<file path="src/ppu_pkg.sv">
package ppu_pkg;

  // field widths fixed by the interface
  localparam int RANK_W     = 32;
  localparam int SYM_W      = 8;
  localparam int IDX_W      = 4;
  localparam int BASE_W     = 5;
  localparam int CFG_W      = 64;
  localparam int CFG_IDX_W  = 3;
  localparam int NIB_W      = 4;
  localparam int NUM_NIBS   = RANK_W / NIB_W;
  localparam int ALPHA_SIZE = 16;

  localparam int MAX_BASE_DEF = 16;
  localparam int MIN_BASE     = 2;

  // configuration register indexes
  localparam logic [CFG_IDX_W-1:0] REG_RADIX_BASE  = 3'd0;
  localparam logic [CFG_IDX_W-1:0] REG_PICK_COUNT  = 3'd1;
  localparam logic [CFG_IDX_W-1:0] REG_SYMBOLS_LOW = 3'd2;
  localparam logic [CFG_IDX_W-1:0] REG_SYMBOLS_HI  = 3'd3;

  // quotient nibble handed from one digit cell to the next
  typedef struct packed {
    logic             vld;
    logic [NIB_W-1:0] nib;
  } ppu_qbeat_t;

  // controls broadcast to every cell
  typedef struct packed {
    logic              start;
    logic              emit;
    logic [BASE_W-1:0] base;
    logic [IDX_W-1:0]  sel_pick;
    logic [IDX_W-1:0]  sel_last;
    logic [IDX_W-1:0]  last_val;
  } ppu_cell_ctl_t;

  // per-cell values for the working-set lookup
  typedef struct packed {
    logic [IDX_W-1:0] pick_val;
    logic [IDX_W-1:0] last_val;
  } ppu_cell_sts_t;

endpackage

</file>
<file path="src/ppu_in_if.sv">
interface ppu_in_if;
  logic                       valid;
  logic                       ready;
  logic [ppu_pkg::RANK_W-1:0] rank;

  modport source (output valid, output rank, input ready);
  modport sink   (input valid, input rank, output ready);
endinterface

</file>
<file path="src/ppu_out_if.sv">
interface ppu_out_if;
  logic                      valid;
  logic                      ready;
  logic [ppu_pkg::SYM_W-1:0] symbol;
  logic [ppu_pkg::IDX_W-1:0] element_index;
  logic                      last_symbol;

  modport source (output valid, output symbol, output element_index, output last_symbol,
                  input ready);
  modport sink   (input valid, input symbol, input element_index, input last_symbol,
                  output ready);
endinterface

</file>
<file path="src/ppu_cell.sv">
module ppu_cell #(
  parameter int IDX = 0
) (
  input  logic                         clk,
  input  logic                         rst_n,
  input  ppu_pkg::ppu_cell_ctl_t       ctl,
  input  ppu_pkg::ppu_qbeat_t          q_in,
  output ppu_pkg::ppu_qbeat_t          q_out,
  input  logic [ppu_pkg::IDX_W-1:0]    rem_in,
  output logic [ppu_pkg::IDX_W-1:0]    rem_out,
  output ppu_pkg::ppu_cell_sts_t       sts
);
  import ppu_pkg::*;

  localparam logic [IDX_W-1:0]  MY_IDX = IDX_W'(IDX);
  localparam logic [BASE_W-1:0] MY_OFS = BASE_W'(IDX);

  logic [IDX_W-1:0]  rem_r, rem_nxt;
  logic [IDX_W-1:0]  slot_r, slot_nxt;
  logic              vld_r, vld_nxt;
  logic [NIB_W-1:0]  q_r, q_nxt;
  logic [BASE_W-1:0] div;
  logic [BASE_W-1:0] part;
  logic [NIB_W-1:0]  qd;
  logic              pick_hit;
  logic              last_hit;

  // divisor of this digit position
  assign div = ctl.base - MY_OFS;

  // radix-16 long-division step, one quotient bit per restoring step
  always_comb begin
    part = {1'b0, rem_r};
    qd   = '0;
    for (int k = NIB_W - 1; k >= 0; k--) begin
      part = {part[BASE_W-2:0], q_in.nib[k]};
      if (part >= div) begin
        part  = part - div;
        qd[k] = 1'b1;
      end
    end
  end

  // remainder: cleared on start, shifted toward cell zero while emitting, else updated by each division step
  always_comb begin
    rem_nxt = rem_r;
    if (ctl.start) begin
      rem_nxt = '0;
    end else if (ctl.emit) begin
      rem_nxt = rem_in;
    end else if (q_in.vld) begin
      rem_nxt = part[IDX_W-1:0];
    end
  end

  // quotient beat to the next digit
  always_comb begin
    vld_nxt = q_in.vld && !ctl.start;
    q_nxt   = q_in.vld ? qd : q_r;
  end

  // working-set slot, last slot moves into the picked one
  assign pick_hit = (ctl.sel_pick == MY_IDX);
  assign last_hit = (ctl.sel_last == MY_IDX);

  always_comb begin
    slot_nxt = slot_r;
    if (ctl.start) begin
      slot_nxt = MY_IDX;
    end else if (ctl.emit && pick_hit) begin
      slot_nxt = ctl.last_val;
    end
  end

  always_ff @(posedge clk) begin
    if (!rst_n) begin
      vld_r <= 1'b0;
    end else begin
      vld_r <= vld_nxt;
    end
    rem_r  <= rem_nxt;
    slot_r <= slot_nxt;
    q_r    <= q_nxt;
  end

  assign q_out.vld    = vld_r;
  assign q_out.nib    = q_r;
  assign rem_out      = rem_r;
  assign sts.pick_val = pick_hit ? slot_r : '0;
  assign sts.last_val = last_hit ? slot_r : '0;

endmodule

</file>
<file path="src/partial_permutation_unrank.sv">
// Partial permutation unranker.
// in_ch carries one 32-bit rank per beat; out_ch returns pick_count (clamped)
// beats per rank, each with the chosen alphabet symbol, its original alphabet
// position and last_symbol set on the final beat of the rank. Configuration
// must be written through cfg_we / cfg_index / cfg_wdata while the block is
// idle; the block itself does not enforce this. A rank is taken from in_ch,
// then a row of MAX_BASE digit cells divides it: each cell divides the
// quotient stream of its neighbor (the rank for cell zero) by its own base,
// one nibble a cycle. The digits are then sent one beat a cycle while out_ch
// is ready; the next rank is taken while the final beat of the previous one
// still waits in the output register.
// A stalled receiver holds the output register and stops the emission; no
// beat is lost. Reset (rst_n low, synchronous) empties the block and sets
// radix_base to 16, pick_count to 1 and the alphabet to all zero bytes.
module partial_permutation_unrank #(
  parameter int MAX_BASE = ppu_pkg::MAX_BASE_DEF
) (
  input  logic                           clk,
  input  logic                           rst_n,
  ppu_in_if.sink                         in_ch,
  ppu_out_if.source                      out_ch,
  input  logic                           cfg_we,
  input  logic [ppu_pkg::CFG_IDX_W-1:0]  cfg_index,
  input  logic [ppu_pkg::CFG_W-1:0]      cfg_wdata
);
  import ppu_pkg::*;

  localparam int CNT_W = $clog2(NUM_NIBS + MAX_BASE);

  typedef enum logic [1:0] {S_IDLE, S_COMP, S_EMIT} state_t;

  state_t               state_r;
  logic [BASE_W-1:0]    radix_base_r;
  logic [BASE_W-1:0]    pick_count_r;
  logic [CFG_W-1:0]     sym_lo_r;
  logic [CFG_W-1:0]     sym_hi_r;
  logic [BASE_W-1:0]    base_r;
  logic [BASE_W-1:0]    len_r;
  logic [RANK_W-1:0]    rank_r;
  logic [CNT_W-1:0]     cnt_r;
  logic [IDX_W-1:0]     dig_r;
  logic                 out_vld_r;
  logic [SYM_W-1:0]     out_sym_r;
  logic [IDX_W-1:0]     out_idx_r;
  logic                 out_last_r;

  logic [BASE_W-1:0]    base_clamp;
  logic [BASE_W-1:0]    len_clamp;
  logic                 in_acc;
  logic                 emit_go;
  logic                 dig_last;
  logic [BASE_W-1:0]    b_cur;
  logic [IDX_W-1:0]     pick_pos;
  logic [IDX_W-1:0]     last_pos;
  logic [2*CFG_W-1:0]   alphabet;
  ppu_cell_ctl_t        ctl;
  ppu_qbeat_t           feed;
  ppu_qbeat_t           q_w   [MAX_BASE];
  logic [IDX_W-1:0]     rem_w [MAX_BASE];
  ppu_cell_sts_t        sts_w [MAX_BASE];

  // config writes
  always_ff @(posedge clk) begin
    if (!rst_n) begin
      radix_base_r <= BASE_W'(ALPHA_SIZE);
      pick_count_r <= BASE_W'(1);
      sym_lo_r     <= '0;
      sym_hi_r     <= '0;
    end else if (cfg_we) begin
      case (cfg_index)
        REG_RADIX_BASE:  radix_base_r <= cfg_wdata[BASE_W-1:0];
        REG_PICK_COUNT:  pick_count_r <= cfg_wdata[BASE_W-1:0];
        REG_SYMBOLS_LOW: sym_lo_r     <= cfg_wdata;
        REG_SYMBOLS_HI:  sym_hi_r     <= cfg_wdata;
        default: ;
      endcase
    end
  end

  // clamp base to 2..MAX_BASE and pick count to 1..base
  always_comb begin
    base_clamp = radix_base_r;
    if (radix_base_r < BASE_W'(MIN_BASE)) begin
      base_clamp = BASE_W'(MIN_BASE);
    end else if (radix_base_r > BASE_W'(MAX_BASE)) begin
      base_clamp = BASE_W'(MAX_BASE);
    end
    len_clamp = pick_count_r;
    if (pick_count_r == '0) begin
      len_clamp = BASE_W'(1);
    end else if (pick_count_r > base_clamp) begin
      len_clamp = base_clamp;
    end
  end

  assign in_acc   = in_ch.valid && (state_r == S_IDLE);
  assign emit_go  = (state_r == S_EMIT) && (!out_vld_r || out_ch.ready);
  assign dig_last = ({1'b0, dig_r} == (len_r - BASE_W'(1)));
  assign b_cur    = base_r - {1'b0, dig_r};

  // nibble stream into the first cell, most significant first
  assign feed.vld = (state_r == S_COMP) && (cnt_r < CNT_W'(NUM_NIBS));
  assign feed.nib = rank_r[RANK_W-1 -: NIB_W];

  // broadcast controls
  assign ctl.start    = in_acc;
  assign ctl.emit     = emit_go;
  assign ctl.base     = base_r;
  assign ctl.sel_pick = rem_w[0];
  assign ctl.sel_last = b_cur[IDX_W-1:0] - IDX_W'(1);
  assign ctl.last_val = last_pos;

  // working-set lookup across the cells
  always_comb begin
    pick_pos = '0;
    last_pos = '0;
    for (int j = 0; j < MAX_BASE; j++) begin
      pick_pos = pick_pos | sts_w[j].pick_val;
      last_pos = last_pos | sts_w[j].last_val;
    end
  end

  assign alphabet = {sym_hi_r, sym_lo_r};

  // row of digit cells
  for (genvar d = 0; d < MAX_BASE; d++) begin : g_cell
    ppu_qbeat_t       q_in_d;
    logic [IDX_W-1:0] rem_in_d;

    if (d == 0) begin : g_head
      assign q_in_d = feed;
    end else begin : g_body
      assign q_in_d = q_w[d-1];
    end

    if (d == MAX_BASE - 1) begin : g_tail
      assign rem_in_d = '0;
    end else begin : g_link
      assign rem_in_d = rem_w[d+1];
    end

    ppu_cell #(.IDX(d)) u_cell (
      .clk     (clk),
      .rst_n   (rst_n),
      .ctl     (ctl),
      .q_in    (q_in_d),
      .q_out   (q_w[d]),
      .rem_in  (rem_in_d),
      .rem_out (rem_w[d]),
      .sts     (sts_w[d])
    );
  end

  // sequencer and output register
  always_ff @(posedge clk) begin
    if (!rst_n) begin
      state_r   <= S_IDLE;
      out_vld_r <= 1'b0;
    end else begin
      // output beat loaded on emission, dropped once taken
      if (emit_go) begin
        out_vld_r <= 1'b1;
      end else if (out_ch.ready) begin
        out_vld_r <= 1'b0;
      end
      case (state_r)
        S_IDLE: begin
          if (in_acc) begin
            state_r <= S_COMP;
          end
        end
        S_COMP: begin
          if (cnt_r == CNT_W'(len_r) + CNT_W'(NUM_NIBS - 2)) begin
            state_r <= S_EMIT;
          end
        end
        S_EMIT: begin
          if (emit_go && dig_last) begin
            state_r <= S_IDLE;
          end
        end
        default: state_r <= S_IDLE;
      endcase
    end

    if (in_acc) begin
      rank_r <= in_ch.rank;
      base_r <= base_clamp;
      len_r  <= len_clamp;
      cnt_r  <= '0;
    end else if (state_r == S_COMP) begin
      rank_r <= rank_r << NIB_W;
      cnt_r  <= cnt_r + CNT_W'(1);
    end

    if (state_r == S_COMP) begin
      dig_r <= '0;
    end else if (emit_go) begin
      dig_r <= dig_r + IDX_W'(1);
    end

    if (emit_go) begin
      out_sym_r  <= alphabet[{pick_pos, 3'b000} +: SYM_W];
      out_idx_r  <= pick_pos;
      out_last_r <= dig_last;
    end
  end

  assign in_ch.ready          = (state_r == S_IDLE);
  assign out_ch.valid         = out_vld_r;
  assign out_ch.symbol        = out_sym_r;
  assign out_ch.element_index = out_idx_r;
  assign out_ch.last_symbol   = out_last_r;

endmodule

</file>
<file path="src/flat_wrapper.sv">
// flat-port wrapper written by rule: the top's interface ports become plain ports
module partial_permutation_unrank_flat import ppu_pkg::*;
#(
  parameter int MAX_BASE = ppu_pkg::MAX_BASE_DEF
)
  (clk, rst_n, cfg_we, cfg_index, cfg_wdata, in_ch_valid, in_ch_rank, in_ch_ready, out_ch_valid, out_ch_symbol, out_ch_element_index, out_ch_last_symbol, out_ch_ready);
  ppu_in_if in_ch_i ();
  ppu_out_if out_ch_i ();
  input  logic clk;
  input  logic rst_n;
  input  logic cfg_we;
  input  logic [ppu_pkg::CFG_IDX_W-1:0] cfg_index;
  input  logic [ppu_pkg::CFG_W-1:0] cfg_wdata;
  input wire logic [$bits(in_ch_i.valid)-1:0] in_ch_valid;
  input wire logic [$bits(in_ch_i.rank)-1:0] in_ch_rank;
  output wire logic [$bits(in_ch_i.ready)-1:0] in_ch_ready;
  output wire logic [$bits(out_ch_i.valid)-1:0] out_ch_valid;
  output wire logic [$bits(out_ch_i.symbol)-1:0] out_ch_symbol;
  output wire logic [$bits(out_ch_i.element_index)-1:0] out_ch_element_index;
  output wire logic [$bits(out_ch_i.last_symbol)-1:0] out_ch_last_symbol;
  input wire logic [$bits(out_ch_i.ready)-1:0] out_ch_ready;
  assign in_ch_i.valid = in_ch_valid;
  assign in_ch_i.rank = in_ch_rank;
  assign in_ch_ready = in_ch_i.ready;
  assign out_ch_valid = out_ch_i.valid;
  assign out_ch_symbol = out_ch_i.symbol;
  assign out_ch_element_index = out_ch_i.element_index;
  assign out_ch_last_symbol = out_ch_i.last_symbol;
  assign out_ch_i.ready = out_ch_ready;
  partial_permutation_unrank #(.MAX_BASE(MAX_BASE)) u_core (.clk(clk), .rst_n(rst_n), .in_ch(in_ch_i), .out_ch(out_ch_i), .cfg_we(cfg_we), .cfg_index(cfg_index), .cfg_wdata(cfg_wdata));
endmodule
</file>
<file path="config.mk">
export PLATFORM = sky130hd
export DESIGN_NAME = partial_permutation_unrank_flat
export DESIGN_NICKNAME = d
export VERILOG_FILES = /design/src/ppu_pkg.sv /design/src/ppu_in_if.sv /design/src/ppu_out_if.sv /design/src/ppu_cell.sv /design/src/partial_permutation_unrank.sv /design/src/flat_wrapper.sv
export SDC_FILE = /design/constraint.sdc
export NUM_CORES = 2
export LEC_CHECK = 0
export ABC_AREA = 1
export BUFFER_PORTS_ARGS = -buffer_cell sky130_fd_sc_hd__buf_2
export CORE_UTILIZATION = 60
export CTS_CLUSTER_SIZE = 12
export DETAILED_ROUTE_END_ITERATION = 6
export GPL_TIMING_DRIVEN = 0
export PLACE_DENSITY = 0.78
export REMOVE_ABC_BUFFERS = 1
export SLEW_MARGIN = 20
export SYNTH_ARGS = -nofsm -noshare
export SYNTH_HDL_FRONTEND = slang
export SYNTH_SLANG_ARGS = --single-unit
</file>
<file path="constraint.sdc">
create_clock -name clk -period 12.15 [get_ports clk]
set_clock_uncertainty 0.15 [all_clocks]
set_input_delay 1.8225 -clock clk [delete_from_list [all_inputs] [get_ports clk]]
set_output_delay 1.8225 -clock clk [all_outputs]
set_load 0.02 [all_outputs]
</file>
==> results by group <==
Status
  • Status: complete, no violations

Power
  • Sw power: 4.61 mW
  • Internal: 4.64 mW
  • Maximum vdd drop: 0.000247 V
  • Comb power frac: 65.4%
  • Clock Power Share: 15.9%
  • Pwr dens: 274 nW/um^2
  • Sw frac: 49.8%
  • Sequential share of power: 18.7%
  • Leakage Power: 15.6 nW
  • PnR Total Power: 9.25 mW

Setup path
  • CP Launch Point: u_core.base_r[2]
  • Critical Path Stages: 36
  • Critical Path End: u_core.g_cell[6].u_cell.rem_out[3]
  • CP required: 12.47 ns
  • Max incr delay on CP: 0.98 ns
  • Crit. End Element: register
  • Critical setup path kind: register to register
  • CP Launch Type: register
  • CP arrival: 10.12 ns
  • CP Buf/Inv Count: 7
  • CP max stage cell: edfxtp_1
  • Worst-path fanout max: 17
  • Reg2Reg Depth: 36
  • RR Endpoint: u_core.g_cell[6].u_cell.rem_out[3]
  • CP top delay family: compound AO/OA/AOI/OAI gates
  • FF-to-FF Start: u_core.base_r[2]
  • Most frequent CP cell: inv_1
  • R2R setup slack: 2.34 ns

Clock tree
  • H-tree depth: 2
  • Clk Tree Root Cell: clkbuf_16
  • Clk sink count: 408
  • Worst-Skew Late Latency: 0.61 ns
  • Max Root-Sink Buffers: 3
  • CTS tree: built
  • Cts repair resizes: 0
  • Post-CTS setup buffer count: 0
  • Cts hold-fix bufs: 0
  • Clock slew at reported path FFs: 0.06 ns
  • CTS Buf Count: 47

Layout
  • Filler-free cell count of the finished design: 4908
  • Layout cells sized above 1: 7.65%
  • Util after Layout: 67.1%
  • Design area: 33700 sq um
  • Area Growth Syn to Fin: 9.89%
  • # nets final: 4699

Timing
  • Worst hold margin: 0.291 ns
  • Period minus WS final: 9.81 ns
  • Worst slew pin tran: 1.14 ns
  • Final worst path period share: 80.7%
  • Peak Freq: 102 MHz
  • Final Hold Fails: 0
  • Setup TNS: 0 ns
  • Final setup violation count: 0
  • Worst slew margin: 23.8%
  • RSZ-0062 raised after global routing: false
  • Final worst-path setup slack: 2.34 ns
  • Slew Viols, Final: 0

Floorplanning
  • Core Area: 50300 sq um
  • Initial Util: 61.0%
  • Cell row count: 82
  • DIE WIDTH: 228 um
  • Die area: 52000 sq um
  • Die Y: 228 um
  • Top-level port count: 119

Logic synthesis
  • Post-synth top area cell: dfxtp_1
  • Synth top area share: 19.1%
  • Netlist cell types: 61
  • Post-synth EDFFs: 115
  • Cell count after synthesis: 4128
  • Synth cell count leaders: 688 x nand2_1, 614 x inv_1, 455 x o21ai_0, 352 x nor2_1
  • Mapped Area: 30700 sq um
  • Main synth FF type: dfxtp_1
  • Synth Register Bits: 408
  • Async set-reset flop share out of synthesis: 0%
  • YS warnings: 0
  • Seq/Total Area, Yosys: 30.4%
  • Avg Cell Area, Syn: 7.43 sq um
  • Top-count cell post-synth: nand2_1
  • Synth top area cells: dfxtp_1 19%, ha_1 14%, edfxtp_1 11%

Global routing
  • First-pass GRT wire length: 132 mm
  • Met3 Use GR: 3.06%
  • Met2 usage: 53.2%
  • Met1 Track Usage GR: 39.7%
  • Global route hottest layer: met2
  • Maximum number of pins on one net before global-route repair: 92
  • Initial antenna violation count: 4
  • Total Routing Usage GR: 30.6%
  • Vias in the first global route: 26.2k
  • Gr ovfl total: 0

Worst hold path
  • Hold Path Class: register to register
  • Hold Path Stages: 2

Routing
  • Via Count: 27.6k
  • Post-DR vias/cell: 5.63
  • Total wire length: 80.3 mm
  • DRC Markers: 0
  • Wire length per cell: 16.4 um
  • Post-DRT Antenna Nets: 0
  • DR iter-0 viols: 1951
  • Drt first pass iters: 5

Placement
  • Setup WS pre-CTS: 2.44 ns
  • HPWL Detailed: 57.7 mm
  • Post-placement cell count: 4820
  • Final GP Congestion: 0.978
  • PortBufs: 118
  • Instance area after placement: 32100 sq um

Run
  • Max-cap violations: 0
-- kinds of logic (layout without fill, tap and decap cells) --
| family | after synthesis | after routing | synth area share (%) |
|---|---|---|---|
| xor+xnor | 143 | 143 | 4.13 |
| other cells | 0 | 2 | 0 |
| mux | 3 | 3 | 0.102 |
| flops | 408 | 408 | 30.4 |
| compound gates | 1073 | 1073 | 19.5 |
| simple gates | 1358 | 1358 | 18.7 |
| buf+inv | 745 | 851 | 9.40 |
| fa+ha+maj | 398 | 398 | 17.8 |
-- worst min-delay path: stages, from the launching register on --
cell     delay, ns
dfxtp_1       0.30
inv_1         0.05
a21oi_1       0.05
-- placed cells by master (no fill, tap or decap), types with 8 or more instances in the layout --
master / count
a211oi_1: 14
a21oi_2: 8
o21a_1: 19
nand2_1: 685
and2_1: 9
o211ai_1: 33
o21ai_0: 455
a221oi_1: 17
nor2_1: 351
nor3_1: 27
fa_1: 65
or2_2: 8
inv_1: 610
a41oi_1: 8
buf_2: 117
edfxtp_1: 115
xnor2_1: 64
buf_16: 8
o22ai_1: 48
nand2_2: 35
ha_1: 332
inv_2: 10
o21ai_1: 23
xor2_1: 75
a21o_1: 32
nand4_1: 19
a31oi_1: 54
clkbuf_8: 12
dfxtp_1: 293
a21oi_1: 333
nand3_1: 179
nand3_2: 9
inv_4: 8
clkbuf_16: 50
clkbuf_1: 11
-- how the worst min path moves through the flow --
stage | to | start | slack [ns]
floorplan | u_core.sym_hi_r[26] | u_core.sym_hi_r[26] | 0.27
global placement | u_core.sym_hi_r[39] | u_core.sym_hi_r[39] | 0.28
detailed placement | u_core.sym_hi_r[62] | u_core.sym_hi_r[62] | 0.28
CTS | u_core.sym_hi_r[62] | u_core.sym_hi_r[62] | 0.29
global route | u_core.sym_hi_r[56] | u_core.sym_hi_r[56] | 0.30
finish | u_core.sym_hi_r[29] | u_core.sym_hi_r[29] | 0.29
-- flip-flops by register name (all words and copies together), names as in the netlist, 8 cells and up --
| name | cells |
|---|---|
| u_core.sym_hi_r | 64 |
| u_core.out_ch.symbol | 8 |
| u_core.rank_r | 32 |
| u_core.g_cell.u_cell.vld_r | 15 |
| u_core.g_cell.u_cell.slot_r | 64 |
| u_core.g_cell.u_cell.rem_out | 64 |
| u_core.g_cell.u_cell.q_r | 60 |
| u_core.sym_lo_r | 64 |
-- power groups by stage --
| stage | Combinational (mW) | Clock, mW | Sequential (mW) |
|---|---|---|---|
| after floorplan | 4.56 | 0 | 1.76 |
| after CTS | 5.99 | 1.48 | 1.73 |
| after global placement | 5.71 | 0 | 1.78 |
| after global routing | 6.87 | 1.53 | 1.75 |
| after detailed placement | 5.94 | 0 | 1.76 |
| final | 6.04 | 1.47 | 1.73 |
-- cell type report --
cell class                      count  area, sq um
Timing Repair Buffer              137         1000
Antenna cell                        2         5.00
Tap cell                          672          841
Clock inverter                     13          151
Sequential cell                   408         9320
Inverter                          628         2380
Multi-Input combinational cell   2975        18600
Clock buffer                       73         1460
Fill cell                        4411        16600
-- per-layer routing --
layer,vias up,routed length (um)
met5,-,27
met2,719,38600
met1,12800,35500
met4,4,2210
met3,147,3910
li1,14000,-
No activity file was read; power rests on OpenSTA's default activity.
